--- src/design/lqm_pkg.sv ---
`default_nettype none

package lqm_pkg;

  // Widths of the item fields on the ports.
  localparam int KIND_W = 2;
  localparam int QID_W  = 2;
  localparam int SLOT_W = 4;

  // Operation codes carried in the kind field.
  localparam logic [KIND_W-1:0] KIND_PUSH    = 2'd0;
  localparam logic [KIND_W-1:0] KIND_DEQUEUE = 2'd1;
  localparam logic [KIND_W-1:0] KIND_REMOVE  = 2'd2;

endpackage

`default_nettype wire

--- src/design/linked_queue_manager_unit.sv ---
`default_nettype none

// A push, or an operation that changes nothing, reads only the queue's head/tail entry
// before its result is registered; a dequeue of a non-empty queue or a remove of a real
// slot then also reads the link entry of the slot taken out, which depends on the first read.
// A new item is taken only once the last one has finished, and a stalled output keeps the
// block busy.
// Reset empties every queue at once through per-queue valid bits; slot links need no clearing.
module linked_queue_manager_unit #(
  parameter int NUM_SLOTS  = 16,
  parameter int NUM_QUEUES = 4
) (
  input  wire logic                        clk,
  input  wire logic                        rst,
  input  wire logic                        in_valid,
  output logic                             in_stall,
  input  wire logic [lqm_pkg::KIND_W-1:0]  kind,
  input  wire logic [lqm_pkg::QID_W-1:0]   queue_id,
  input  wire logic [lqm_pkg::SLOT_W-1:0]  slot,
  output logic                             out_valid,
  input  wire logic                        out_stall,
  output logic      [lqm_pkg::SLOT_W-1:0]  slot_out,
  output logic                             slot_out_valid,
  output logic                             queue_empty,
  output logic                             error
);

  localparam int LW = $clog2(NUM_SLOTS + 1);
  localparam int AW = $clog2(NUM_SLOTS + NUM_QUEUES);
  localparam int QW = (NUM_QUEUES > 1) ? $clog2(NUM_QUEUES) : 1;
  localparam logic [LW-1:0] NONE      = LW'(NUM_SLOTS);
  localparam logic [AW-1:0] SENT_BASE = AW'(NUM_SLOTS);

  localparam logic [1:0] ST_IDLE = 2'd0;
  localparam logic [1:0] ST_HEAD = 2'd1;
  localparam logic [1:0] ST_LINK = 2'd2;

  // Both RAMs hold one entry per slot, then one per queue: the queue entry of the next RAM
  // is the queue's head and that of the prev RAM its tail.
  function automatic logic [LW-1:0] lnk_clamp(input logic [LW-1:0] v);
    lnk_clamp = (v > NONE) ? NONE : v;
  endfunction

  logic [1:0]                  state;
  logic [lqm_pkg::KIND_W-1:0]  op_kind;
  logic                        op_q_ok;
  logic [QW-1:0]               op_queue;
  logic [LW-1:0]               op_slot;
  logic                        op_slot_real;
  logic [LW-1:0]               head;
  logic [LW-1:0]               tail;
  logic                        pend;
  logic [AW-1:0]               pend_addr;
  logic [LW-1:0]               pend_pdata;
  logic [NUM_QUEUES-1:0]       head_valid;
  logic [NUM_QUEUES-1:0]       tail_valid;

  logic [LW-1:0] nxt_rdata, prv_rdata;
  logic          nxt_we, prv_we, rd_en;
  logic [AW-1:0] nxt_waddr, prv_waddr, rd_addr;
  logic [LW-1:0] nxt_wdata, prv_wdata;

  logic          in_accept, out_free, finish;
  logic          q_ok_in, s_real_in;
  logic [AW-1:0] sent;
  logic [LW-1:0] head_rd, tail_rd, cur_head, cur_tail, nx, pv;
  logic          head_none;
  logic          need_link;
  logic          w1n_en, w1n_sent, w1p_en, w1p_sent;
  logic [AW-1:0] w1n_addr, w1p_addr;
  logic [LW-1:0] w1n_data, w1p_data;
  logic          pend_set;
  logic [AW-1:0] pend_addr_new;
  logic [LW-1:0] pend_pdata_new;
  logic [LW-1:0] res, new_head;
  logic          err;

  assign in_stall  = (state != ST_IDLE);
  assign in_accept = in_valid && !in_stall;
  assign out_free  = !out_valid || !out_stall;
  assign q_ok_in   = (32'(queue_id) < NUM_QUEUES);
  assign s_real_in = (32'(slot) < NUM_SLOTS);
  assign sent      = SENT_BASE + AW'(op_queue);

  always_comb begin
    head_rd  = head_valid[op_queue] ? lnk_clamp(nxt_rdata) : NONE;
    tail_rd  = tail_valid[op_queue] ? lnk_clamp(prv_rdata) : NONE;
    cur_head = (state == ST_HEAD) ? head_rd : head;
    cur_tail = (state == ST_HEAD) ? tail_rd : tail;
    nx       = lnk_clamp(nxt_rdata);
    pv       = lnk_clamp(prv_rdata);
    head_none = (cur_head == NONE);

    need_link      = 1'b0;
    w1n_en         = 1'b0;
    w1n_sent       = 1'b0;
    w1n_addr       = sent;
    w1n_data       = NONE;
    w1p_en         = 1'b0;
    w1p_sent       = 1'b0;
    w1p_addr       = sent;
    w1p_data       = NONE;
    pend_set       = 1'b0;
    pend_addr_new  = AW'(op_slot);
    pend_pdata_new = NONE;
    res            = NONE;
    err            = 1'b0;
    new_head       = cur_head;

    if (op_q_ok) begin
      case (op_kind)
        lqm_pkg::KIND_PUSH: begin
          if (op_slot_real) begin
            if (head_none) begin
              w1n_en   = 1'b1;
              w1n_sent = 1'b1;
              new_head = op_slot;
            end else begin
              w1n_en         = (cur_tail != NONE);
              w1n_addr       = AW'(cur_tail);
              pend_pdata_new = cur_tail;
            end
            w1n_data = op_slot;
            w1p_en   = 1'b1;
            w1p_sent = 1'b1;
            w1p_data = op_slot;
            pend_set = 1'b1;
          end
        end
        lqm_pkg::KIND_DEQUEUE: begin
          if (head_none) begin
            err = 1'b1;
          end else begin
            need_link = 1'b1;
            w1n_en    = 1'b1;
            w1n_sent  = 1'b1;
            w1n_data  = nx;
            w1p_en    = 1'b1;
            if (nx == NONE) begin
              w1p_sent = 1'b1;
            end else begin
              w1p_addr = AW'(nx);
            end
            pend_set      = 1'b1;
            pend_addr_new = AW'(cur_head);
            res           = cur_head;
            new_head      = nx;
          end
        end
        lqm_pkg::KIND_REMOVE: begin
          if (op_slot_real) begin
            need_link = 1'b1;
            if (op_slot == cur_head && op_slot == cur_tail) begin
              w1n_en   = 1'b1;
              w1n_sent = 1'b1;
              w1p_en   = 1'b1;
              w1p_sent = 1'b1;
              new_head = NONE;
            end else if (op_slot == cur_head) begin
              w1n_en   = 1'b1;
              w1n_sent = 1'b1;
              w1n_data = nx;
              w1p_en   = (nx != NONE);
              w1p_addr = AW'(nx);
              new_head = nx;
            end else if (op_slot == cur_tail) begin
              w1n_en   = (pv != NONE);
              w1n_addr = AW'(pv);
              w1p_en   = 1'b1;
              w1p_sent = 1'b1;
              w1p_data = pv;
            end else begin
              w1n_en   = (pv != NONE);
              w1n_addr = AW'(pv);
              w1n_data = nx;
              w1p_en   = (nx != NONE);
              w1p_addr = AW'(nx);
              w1p_data = pv;
            end
            pend_set = 1'b1;
            res      = nx;
          end
        end
        default: begin
        end
      endcase
    end
  end

  always_comb begin
    case (state)
      ST_HEAD: finish = !need_link && out_free;
      ST_LINK: finish = out_free;
      default: finish = 1'b0;
    endcase
  end

  // The second write of an operation always lands on a slot entry, so it is safely
  // deferred to the idle cycle, where the only read is of a queue entry.
  always_comb begin
    if (state == ST_IDLE) begin
      nxt_we    = pend;
      prv_we    = pend;
      nxt_waddr = pend_addr;
      prv_waddr = pend_addr;
      nxt_wdata = NONE;
      prv_wdata = pend_pdata;
    end else begin
      nxt_we    = finish && w1n_en;
      prv_we    = finish && w1p_en;
      nxt_waddr = w1n_addr;
      prv_waddr = w1p_addr;
      nxt_wdata = w1n_data;
      prv_wdata = w1p_data;
    end
  end

  always_comb begin
    if (state == ST_IDLE) begin
      rd_en   = in_accept && q_ok_in;
      rd_addr = SENT_BASE + AW'(QW'(queue_id));
    end else begin
      rd_en   = (state == ST_HEAD) && need_link;
      rd_addr = (op_kind == lqm_pkg::KIND_REMOVE) ? AW'(op_slot) : AW'(cur_head);
    end
  end

  lqm_ram #(
    .WIDTH (LW),
    .DEPTH (NUM_SLOTS + NUM_QUEUES)
  ) u_next_ram (
    .clk     (clk),
    .wr_en   (nxt_we),
    .wr_addr (nxt_waddr),
    .wr_data (nxt_wdata),
    .rd_en   (rd_en),
    .rd_addr (rd_addr),
    .rd_data (nxt_rdata)
  );

  lqm_ram #(
    .WIDTH (LW),
    .DEPTH (NUM_SLOTS + NUM_QUEUES)
  ) u_prev_ram (
    .clk     (clk),
    .wr_en   (prv_we),
    .wr_addr (prv_waddr),
    .wr_data (prv_wdata),
    .rd_en   (rd_en),
    .rd_addr (rd_addr),
    .rd_data (prv_rdata)
  );

  always_ff @(posedge clk) begin
    if (rst) begin
      state      <= ST_IDLE;
      pend       <= 1'b0;
      head_valid <= '0;
      tail_valid <= '0;
      out_valid  <= 1'b0;
    end else begin
      case (state)
        ST_IDLE: begin
          pend <= 1'b0;
          if (in_accept) begin
            state <= ST_HEAD;
          end
        end
        ST_HEAD: begin
          if (need_link) begin
            state <= ST_LINK;
          end else if (finish) begin
            state <= ST_IDLE;
          end
        end
        ST_LINK: begin
          if (finish) begin
            state <= ST_IDLE;
          end
        end
        default: begin
          state <= ST_IDLE;
        end
      endcase
      if (finish) begin
        pend <= pend_set;
        if (w1n_en && w1n_sent) begin
          head_valid[op_queue] <= 1'b1;
        end
        if (w1p_en && w1p_sent) begin
          tail_valid[op_queue] <= 1'b1;
        end
      end
      if (finish) begin
        out_valid <= 1'b1;
      end else if (!out_stall) begin
        out_valid <= 1'b0;
      end
    end
  end

  always_ff @(posedge clk) begin
    if (in_accept) begin
      op_kind      <= kind;
      op_q_ok      <= q_ok_in;
      op_queue     <= QW'(queue_id);
      op_slot      <= LW'(slot);
      op_slot_real <= s_real_in;
    end
    if (state == ST_HEAD) begin
      head <= head_rd;
      tail <= tail_rd;
    end
    if (finish) begin
      pend_addr      <= pend_addr_new;
      pend_pdata     <= pend_pdata_new;
      slot_out       <= (res != NONE) ? lqm_pkg::SLOT_W'(res) : '0;
      slot_out_valid <= (res != NONE);
      queue_empty    <= op_q_ok ? (new_head == NONE) : 1'b1;
      error          <= err;
    end
  end

`ifndef SYNTH
  a_pend_only_idle: assert property (@(posedge clk) disable iff (rst)
    pend |-> state == ST_IDLE)
    else $error("deferred link write outstanding outside the idle state");

  a_pend_real_slot: assert property (@(posedge clk) disable iff (rst)
    pend |-> 32'(pend_addr) < NUM_SLOTS)
    else $error("deferred link write aimed at a queue entry");

  a_link_after_head: assert property (@(posedge clk) disable iff (rst)
    state == ST_LINK |-> $past(state) == ST_HEAD || $past(state) == ST_LINK)
    else $error("link stage entered without a head read");

  a_error_result: assert property (@(posedge clk) disable iff (rst)
    out_valid && error |-> queue_empty && !slot_out_valid)
    else $error("error beat reports a slot or a non-empty queue");

  a_no_accept_busy: assert property (@(posedge clk) disable iff (rst)
    in_accept |=> state == ST_HEAD)
    else $error("accepted beat did not start a head read");
`endif

endmodule

`default_nettype wire

--- src/design/lqm_ram.sv ---
`default_nettype none

module lqm_ram #(
  parameter int WIDTH = 5,
  parameter int DEPTH = 20
) (
  input  wire logic                     clk,
  input  wire logic                     wr_en,
  input  wire logic [$clog2(DEPTH)-1:0] wr_addr,
  input  wire logic [WIDTH-1:0]         wr_data,
  input  wire logic                     rd_en,
  input  wire logic [$clog2(DEPTH)-1:0] rd_addr,
  output logic      [WIDTH-1:0]         rd_data
);

  logic [WIDTH-1:0] mem [DEPTH];

  always_ff @(posedge clk) begin
    if (wr_en) begin
      mem[wr_addr] <= wr_data;
    end
    if (rd_en) begin
      rd_data <= mem[rd_addr];
    end
  end

endmodule

`default_nettype wire

--- config.mk ---
export PLATFORM = sky130hd
export DESIGN_NAME = linked_queue_manager_unit
export DESIGN_NICKNAME = d
export VERILOG_FILES = /design/src/design/lqm_pkg.sv /design/src/design/linked_queue_manager_unit.sv /design/src/design/lqm_ram.sv
export SDC_FILE = /design/constraint.sdc
export NUM_CORES = 1
export LEC_CHECK = 0
export BUFFER_PORTS_ARGS = -buffer_cell sky130_fd_sc_hd__buf_2
export CORE_ASPECT_RATIO = 0.5
export CORE_MARGIN = 2
export CORE_UTILIZATION = 65
export CTS_CLUSTER_DIAMETER = 200
export DETAILED_ROUTE_END_ITERATION = 12
export PLACE_DENSITY = 0.81
export SLEW_MARGIN = 20
export SYNTH_ARGS = -nofsm -noshare
export SYNTH_HDL_FRONTEND = slang
export SYNTH_SLANG_ARGS = --single-unit
--- constraint.sdc ---
create_clock -name clk -period 6 [get_ports clk]
set_clock_uncertainty 0.2 [all_clocks]
set_input_delay 0.6 -clock clk [delete_from_list [all_inputs] [get_ports clk]]
set_output_delay 0.6 -clock clk [all_outputs]
set_load 0.1 [all_outputs]
==> results of run 1 <==
-- how the worst max path moves through the flow --
stage | from | to | slack, ns
after floorplan | state[1] | u_next_ram.rd_data[0] | 2.27
after global placement | state[1] | u_prev_ram.rd_data[3] | 1.33
after detailed placement | state[1] | u_prev_ram.mem[12][4] | 1.25
after CTS | state[1] | u_prev_ram.mem[12][0] | 1.22
after global routing | state[1] | u_next_ram.mem[12][4] | 0.69
final | state[1] | u_next_ram.mem[10][0] | 1.13
-- synthesized netlist by cell type (15+ instances only) --
cell type and number:
edfxtp_1 235, nand2_1 154, nor2_1 68, a21oi_1 56
nand3_1 49, clkbuf_1 33, o21ai_0 28, inv_1 26
mux2i_1 24, dfxtp_1 22, nand2b_1 16, a31oi_1 15
and3_1 15
-- registers in the layout, summed over array words and instances, names as in the netlist, 4 cells and up --
| name | count |
|---|---|
| op_slot | 4 |
| tail_valid | 4 |
| pend_addr | 5 |
| head | 5 |
| u_prev_ram.mem | 100 |
| u_prev_ram.rd_data | 5 |
| pend_pdata | 5 |
| head_valid | 4 |
| tail | 5 |
| slot_out | 4 |
| u_next_ram.rd_data | 5 |
| u_next_ram.mem | 100 |
-- critical path: stages (launching register included) --
cell and delay [ns]:
dfxtp_1 0.35, inv_1 0.09, ha_1 0.72, nand2b_1 0.29, o32a_1 0.47, a21oi_1 0.84
a211oi_1 0.13, a41oi_2 0.29, o221a_2 0.25, or3b_1 0.47, nor2_1 0.39
-- routing by layer --
| layer | track usage (%) | up-vias | share of wire [%] |
|---|---|---|---|
| met5 | 0 | - | 0 |
| met4 | 10.9 | 0 | 2.9 |
| met3 | 8.01 | 88 | 14 |
| met2 | 49.0 | 633 | 43 |
| met1 | 47.8 | 4152 | 40 |
| li1 | - | 3721 | - |
-- cell families after synthesis --
family / Yosys count / synth area share [%]
flops: 257 / 64.1
simple gates: 366 / 14.6
compound gates: 243 / 14.9
fa+ha+maj: 8 / 0.855
mux: 27 / 2.63
buf+inv: 76 / 2.76
xor+xnor: 2 / 0.150
-- power breakdown --
group | switching (W) | internal [W]
Sequential | 0.0000494 | 0.00199
Combinational | 0.000339 | 0.000136
Clock | 0.000634 | 0.000722
Total | 0.00102 | 0.00284
-- metrics by stage --
| stage | instances | util (%) | worst slack, ns | power (W) |
|---|---|---|---|---|
| global route | 1234 | 72.8 | 0.691 | 0.00396 |
| detailed placement | 1198 | 69.0 | 1.25 | 0.00253 |
| floorplan | 979 | - | 2.27 | 0.00237 |
| finish | 1234 | 72.8 | 1.13 | 0.00387 |
| CTS | 1233 | 72.7 | 1.22 | 0.00385 |
| global placement | 1198 | 68.9 | 1.33 | 0.00251 |
-- area by class of cell --
type | count | area (µm²)
tap | 234 | 293
timing repair buffer | 36 | 236
multi-input combinational | 646 | 3950
fill | 1137 | 4750
clock inverter | 8 | 90.1
inverter | 26 | 97.6
clock buffer | 27 | 569
sequential | 257 | 7500
-- layout by cell type, fill, tap and decap left out, types with 11 or more instances in the layout --
cell type	n
a211oi_1	11
a21oi_1	56
a22oi_1	13
a31oi_1	15
and3_1	15
buf_2	20
buf_4	14
clkbuf_16	22
dfxtp_1	22
edfxtp_1	235
inv_1	26
mux2i_1	24
nand2_1	154
nand2b_1	16
nand3_1	49
nor2_1	68
o21a_1	14
o21ai_0	24
o22ai_1	14
==> metrics.md, run 1 <==
| Metric | Value |
|---|---|
| Pleak | 4.34 nW |
| Min Tclk post-route | 4.87 ns |
| YS warnings | 0 |
| DRC | 0 |
| Routed wire length | 31100 µm |
| EDFF count, synth | 235 |
| First-pass GRT wire length | 47300 µm |
| Number of synthesized register bits | 257 |
| Capturing point of the worst reg2reg path | u_next_ram.mem[10][0] |
| Syn nets | 999 |
| Root buf cell | clkbuf_16 |
| CTS max path bufs | 3 |
| Vias | 8594 |
| Die H | 98.9 µm |
| Final hold violation count | 0 |
| Placed cell areas | 12100 µm² |
| # nets final | 1009 |
| Routability cong. | 0.996 |
| Setup TNS | 0 ns |
| Row count | 34 |
| Slew HR | 25.8% |
| Core ar. | 17500 µm² |
| Die Area | 19200 µm² |
| RSZ-0062 raised after global routing | false |
| Largest net degree at the start of global routing | 36 |
| Max frequency | 205 MHz |
| CP Data Arrival Time | 4.86 ns |
| First-pass DRT Iterations | 6 |
| # setup viols final | 0 |
| Leading area contributor after synthesis | edfxtp_1 |
| Status | finished, final reports clean |
| Post-Syn Area | 11700 µm² |
| Max-cap violations | 0 |
| Hold slack | 0.0380 ns |
| Layout area overhead | 8.77% |
| Antenna cells | 0 |
| CTS H-tree lvls | 1 |
| Die W | 194 µm |
| Worst vdd ir | 0.000252 V |
| Initial drt markers | 1546 |
| Pwr dens | 304 nW/µm² |
| Final ANT Viol Nets | 0 |
| Sequential element share of the synthesized area | 64.1% |
| Syn Area/Cell | 12.0 µm² |
| Final Max Slew Viols | 0 |
| Primary FF master, synth | edfxtp_1 |
| Synth top area share | 60.3% |
| Skew-Pair Late Insertion Delay | 0.54 ns |
| TritonCTS clock tree | yes |
| Worst-margin pin slew | 1.11 ns |
| Hold Crit Depth | 1 |
| Routed len/inst | 25.2 µm |
| Dpl hpwl | 21300 µm |
| DR vias/cell | 6.96 |
| Crit path required time | 5.99 ns |
| Share of layout cells above drive strength 1 | 10.5% |
| Design Area, Final | 12700 µm² |
| Ys async rst share | 0% |
| Post-CTS Setup Repair Bufs | 0 |
| Synth cell types | 82 |
| Grt ovf | 0 |
| Fin crit share | 81.2% |
| Vias in the first global route | 8187 |
| Critical path startpoint category | flip-flop |
| All-layer global routing usage | 32.7% |
| TritonCTS Buffers | 22 |
| Initial Utilization | 66.9% |
| Worst R2R Start | state[1] |
| CTS Sinks | 257 |
| Flop-to-flop setup slack | 1.13 ns |
| # IOs | 21 |
| Worst Hold End | op_kind[0] |
| CTS hold repair buffers | 0 |
| Hold Path Origin | kind[0] |
| Post-CTS resize count | 0 |
| Leading post-synthesis cells by cell area | edfxtp_1 (60%), nand2_1 (4.9%), dfxtp_1 (3.8%) |
| R2R depth | 10 |
| Setup CP Type | reg -> reg |
| Clock Pin Slew Worst Setup and Hold Paths | 0.07 ns |
| Post-Syn Instances | 979 |
| CP max FO | 26 |
| Port Buffers | 20 |
| HP Class | in -> reg |
| Initial antenna violation count | 0 |
| Crit path capture type | flip-flop |
No activity file was read; power rests on OpenSTA's default activity.
==> run 2: changes to the inputs <==
--- a/config.mk
+++ b/config.mk
@@ -5,13 +5,14 @@
 export SDC_FILE = /design/constraint.sdc
 export NUM_CORES = 1
 export LEC_CHECK = 0
+export ABC_AREA = 1
 export BUFFER_PORTS_ARGS = -buffer_cell sky130_fd_sc_hd__buf_2
 export CORE_ASPECT_RATIO = 0.5
 export CORE_MARGIN = 2
-export CORE_UTILIZATION = 65
+export CORE_UTILIZATION = 57
 export CTS_CLUSTER_DIAMETER = 200
 export DETAILED_ROUTE_END_ITERATION = 12
-export PLACE_DENSITY = 0.81
+export PLACE_DENSITY = 0.75
 export SLEW_MARGIN = 20
 export SYNTH_ARGS = -nofsm -noshare
 export SYNTH_HDL_FRONTEND = slang
==> constraint.sdc (replaced) <==
create_clock -name clk -period 4.25 [get_ports clk]
set_clock_uncertainty 0.2 [all_clocks]
set_input_delay 0.425 -clock clk [delete_from_list [all_inputs] [get_ports clk]]
set_output_delay 0.425 -clock clk [all_outputs]
set_load 0.1 [all_outputs]
==> run 2 against run 1 <==
Against the previous run:
- power grew 60%
- final cell count increased by 18%
- clock power increased by 57%
- worst setup slack lost 0.87 ns
- global-route usage is 5.0 points lower
- first-iteration DRC count is 37% lower
==> metrics.md, run 2 <==
| Metric | Value |
|---|---|
| Count leader, synth | edfxtp_1 (unchanged) |
| Syn nets | 1159 (was 999) |
| CTS Sinks | 257 (unchanged) |
| Setup CP Type | reg -> reg (unchanged) |
| Post-CTS resize count | 0 (unchanged) |
| Post-Syn Instances | 1139 (was 979) |
| Synth top area share | 59.1% (was 60.3%) |
| Root buf cell | clkbuf_16 (unchanged) |
| Capturing point of the worst reg2reg path | u_prev_ram.mem[13][2] (was u_next_ram.mem[10][0]) |
| Most used routing layer | met2 (unchanged) |
| Clock power frac | 34.5% (was 35.1%) |
| Setup TNS | 0 ns (unchanged) |
| TritonCTS clock tree | yes (unchanged) |
| Final hold violation count | 0 (unchanged) |
| Routability cong. | 1.05 (was 0.996) |
| Worst-margin pin slew | 0.773 ns (was 1.11 ns) |
| Port Buffers | 20 (unchanged) |
| # nets final | 1187 (was 1009) |
| Synth cell types | 44 (was 82) |
| Logic pwr share | 18.6% (was 12.3%) |
| Pre-CTS setup slack | 0.304 ns (was 1.25 ns) |
| Die W | 209 µm (was 194 µm) |
| Routed wire length | 30300 µm (was 31100 µm) |
| Crit path capture type | flip-flop (unchanged) |
| Vias in the first global route | 8232 (was 8187) |
| Sequential element share of the synthesized area | 62.8% (was 64.1%) |
| Most frequent cells in the layout | edfxtp_1 (235), nand2_1 (216), nor2_1 (144) (was edfxtp_1 (235), nand2_1 (154), nor2_1 (68)) |
| Met3 Usage GRT | 5.58% (was 8.01%) |
| Initial Utilization | 58.1% (was 66.9%) |
| EDFF count, synth | 235 (unchanged) |
| Number of synthesized register bits | 257 (unchanged) |
| Die Area | 22200 µm² (was 19200 µm²) |
| Initial antenna violation count | 0 (unchanged) |
| Primary FF master, synth | edfxtp_1 (unchanged) |
| Initial drt markers | 980 (was 1546) |
| Share of layout cells above drive strength 1 | 11.9% (was 10.5%) |
| Layout Utilization | 64.1% (was 72.8%) |
| Leading area contributor after synthesis | edfxtp_1 (unchanged) |
| Most common cell after layout, fill and taps aside | edfxtp_1 (unchanged) |
| Max frequency | 250 MHz (was 205 MHz) |
| Antenna cells | 0 (unchanged) |
| Layout area overhead | 10.4% (was 8.77%) |
| Worst Hold End | head_valid[0] (was op_kind[0]) |
| Core ar. | 20600 µm² (was 17500 µm²) |
| Syn Area/Cell | 10.5 µm² (was 12.0 µm²) |
| # setup viols final | 0 (unchanged) |
| Fill count | 1590 (was 1137) |
| Skew-Pair Late Insertion Delay | 0.55 ns (was 0.54 ns) |
| Final WS setup | 0.252 ns (was 1.13 ns) |
| CP Data Arrival Time | 3.99 ns (was 4.86 ns) |
| Die H | 106 µm (was 98.9 µm) |
| M2 GR Usage | 42.2% (was 49.0%) |
| TritonCTS Buffers | 23 (was 22) |
| Largest net degree at the start of global routing | 111 (was 36) |
| Row count | 37 (was 34) |
| CP max FO | 11 (was 26) |
| Worst vdd ir | 0.000269 V (was 0.000252 V) |
| DR vias/cell | 6.02 (was 6.96) |
| CTS H-tree lvls | 1 (unchanged) |
| Hold slack | 0.0248 ns (was 0.0380 ns) |
| Post-CTS Setup Repair Bufs | 0 (unchanged) |
| Reg power frac | 46.9% (was 52.7%) |
| Cell internal pwr | 0.00436 W (was 0.00284 W) |
| Dpl cells | 1406 (was 1198) |
| CTS hold repair buffers | 9 (was 0) |
| Hold Crit Depth | 2 (was 1) |
| Critical path startpoint category | flip-flop (unchanged) |
| All-layer global routing usage | 27.8% (was 32.7%) |
| Clock Pin Slew Worst Setup and Hold Paths | 0.07 ns (about the same) |
| Vias | 8770 (was 8594) |
| Pleak | 4.83 nW (was 4.34 nW) |
| Status | finished, final reports clean (unchanged) |
| DRC | 0 (unchanged) |
| YS warnings | 0 (unchanged) |
| Max-cap violations | 0 (unchanged) |
| Final Max Slew Viols | 0 (unchanged) |
| First-pass DRT Iterations | 5 (was 6) |
| Routed len/inst | 20.8 µm (was 25.2 µm) |
| Pwr dens | 469 nW/µm² (was 304 nW/µm²) |
| Hold Path Origin | rst (was kind[0]) |
| Largest registers | u_next_ram.mem: 100 flops, u_prev_ram.mem: 100 flops (unchanged) |
| R2R depth | 16 (was 10) |
| HP Class | in -> reg (unchanged) |
| Final ANT Viol Nets | 0 (unchanged) |
| Grt ovf | 0 (unchanged) |
| Min Tclk post-route | 4.00 ns (was 4.87 ns) |
| # IOs | 21 (unchanged) |
| Post-route non-filler standard cell count | 1457 (was 1234) |
| Leading post-synthesis cells by cell area | edfxtp_1 (59%), nand2_1 (6.8%), nor2_1 (4.5%) (was edfxtp_1 (60%), nand2_1 (4.9%), dfxtp_1 (3.8%)) |
| Net Sw Frac | 29.3% (was 26.4%) |
| Worst R2R Start | state[1] (unchanged) |
| Post-Syn Area | 11900 µm² (was 11700 µm²) |
| Dpl hpwl | 20400 µm (was 21300 µm) |
| RSZ-0062 raised after global routing | false (unchanged) |
| Post-synth top cells | edfxtp_1 (235), nand2_1 (216), nor2_1 (144) (was edfxtp_1 (235), nand2_1 (154), nor2_1 (68)) |
| First-pass GRT wire length | 46900 µm (was 47300 µm) |
| Crit path required time | 4.24 ns (was 5.99 ns) |
| Ys async rst share | 0% (unchanged) |
| Flop-to-flop setup slack | 0.25 ns (was 1.13 ns) |
| Switching power | 0.00181 W (was 0.00102 W) |
| GR Util met1 | 40.4% (was 47.8%) |
| Slew HR | 48.3% (was 25.8%) |
| Fin crit share | 94.1% (was 81.2%) |
| CTS max path bufs | 3 (unchanged) |
run 2: final cells by class:
class                      count  area (µm²)  share of cell area (%)
sequential                   257        7500                    56.9
clock inverter                13         150                    1.14
inverter                      96         364                    2.76
tap                          273         342                    2.59
clock buffer                  29         598                    4.54
multi-input combinational    737        3820                    29.0
timing repair buffer          52         400                    3.04
run 2: stage by stage:
step	area, µm²	total power (W)
global route	13200	0.00639
finish	13200	0.00617
detailed placement	12300	0.00406
CTS	13200	0.00616
floorplan	11900	0.00372
global placement	12300	0.00405
run 2: worst max-delay path, stage by stage (launching register included):
cell and delay, ns:
dfxtp_1 0.35, inv_1 0.09, ha_1 0.48, nand2_1 0.21
a21oi_4 0.29, nand3_2 0.17, nand2_4 0.14, nor2_2 0.07
nand3_4 0.12, nand2_4 0.10, inv_4 0.15, nor2_1 0.05
nand3_1 0.13, nand4_1 0.11, nand2_1 0.27, nand2_1 0.27
nor2_1 0.42
run 2: worst max path at each step:
stage                        start                    end  slack, ns  cells after the start
final                     state[1]  u_prev_ram.mem[13][2]       0.25                     16
after global routing      state[1]   u_prev_ram.mem[5][2]      0.001                     16
after detailed placement  state[1]  u_prev_ram.mem[13][4]       0.30                     16
after CTS                 state[1]  u_prev_ram.mem[13][0]       0.29                     16
after floorplan           state[0]   u_prev_ram.mem[0][0]       0.93                      8
after global placement    state[1]  u_next_ram.mem[18][4]       0.39                     16
run 2: logic make-up after synthesis:
family	share of synthesized area, %
buffers and inverters	5.26
flip-flops	62.8
adder cells (fa/ha/maj)	0.839
AND/OR/NAND/NOR	20.3
AO/OA/AOI/OAI	10.8
run 2: power groups by stage:
stage	sequential, W	clock (W)	combinational [W]
6_report	0.00289	0.00213	0.00115
5_1_grt	0.00290	0.00224	0.00125
4_1_cts	0.00289	0.00214	0.00113
3_5_place_dp	0.00295	0	0.00111
3_3_place_gp	0.00295	0	0.00110
2_1_floorplan	0.00295	0	0.000767
run 2: routing by layer:
metal | vias up | part of all wire [%]
li1 | 4035 | -
met1 | 4216 | 43
met2 | 464 | 44
met3 | 55 | 9.4
met4 | 0 | 3.0
met5 | - | 0
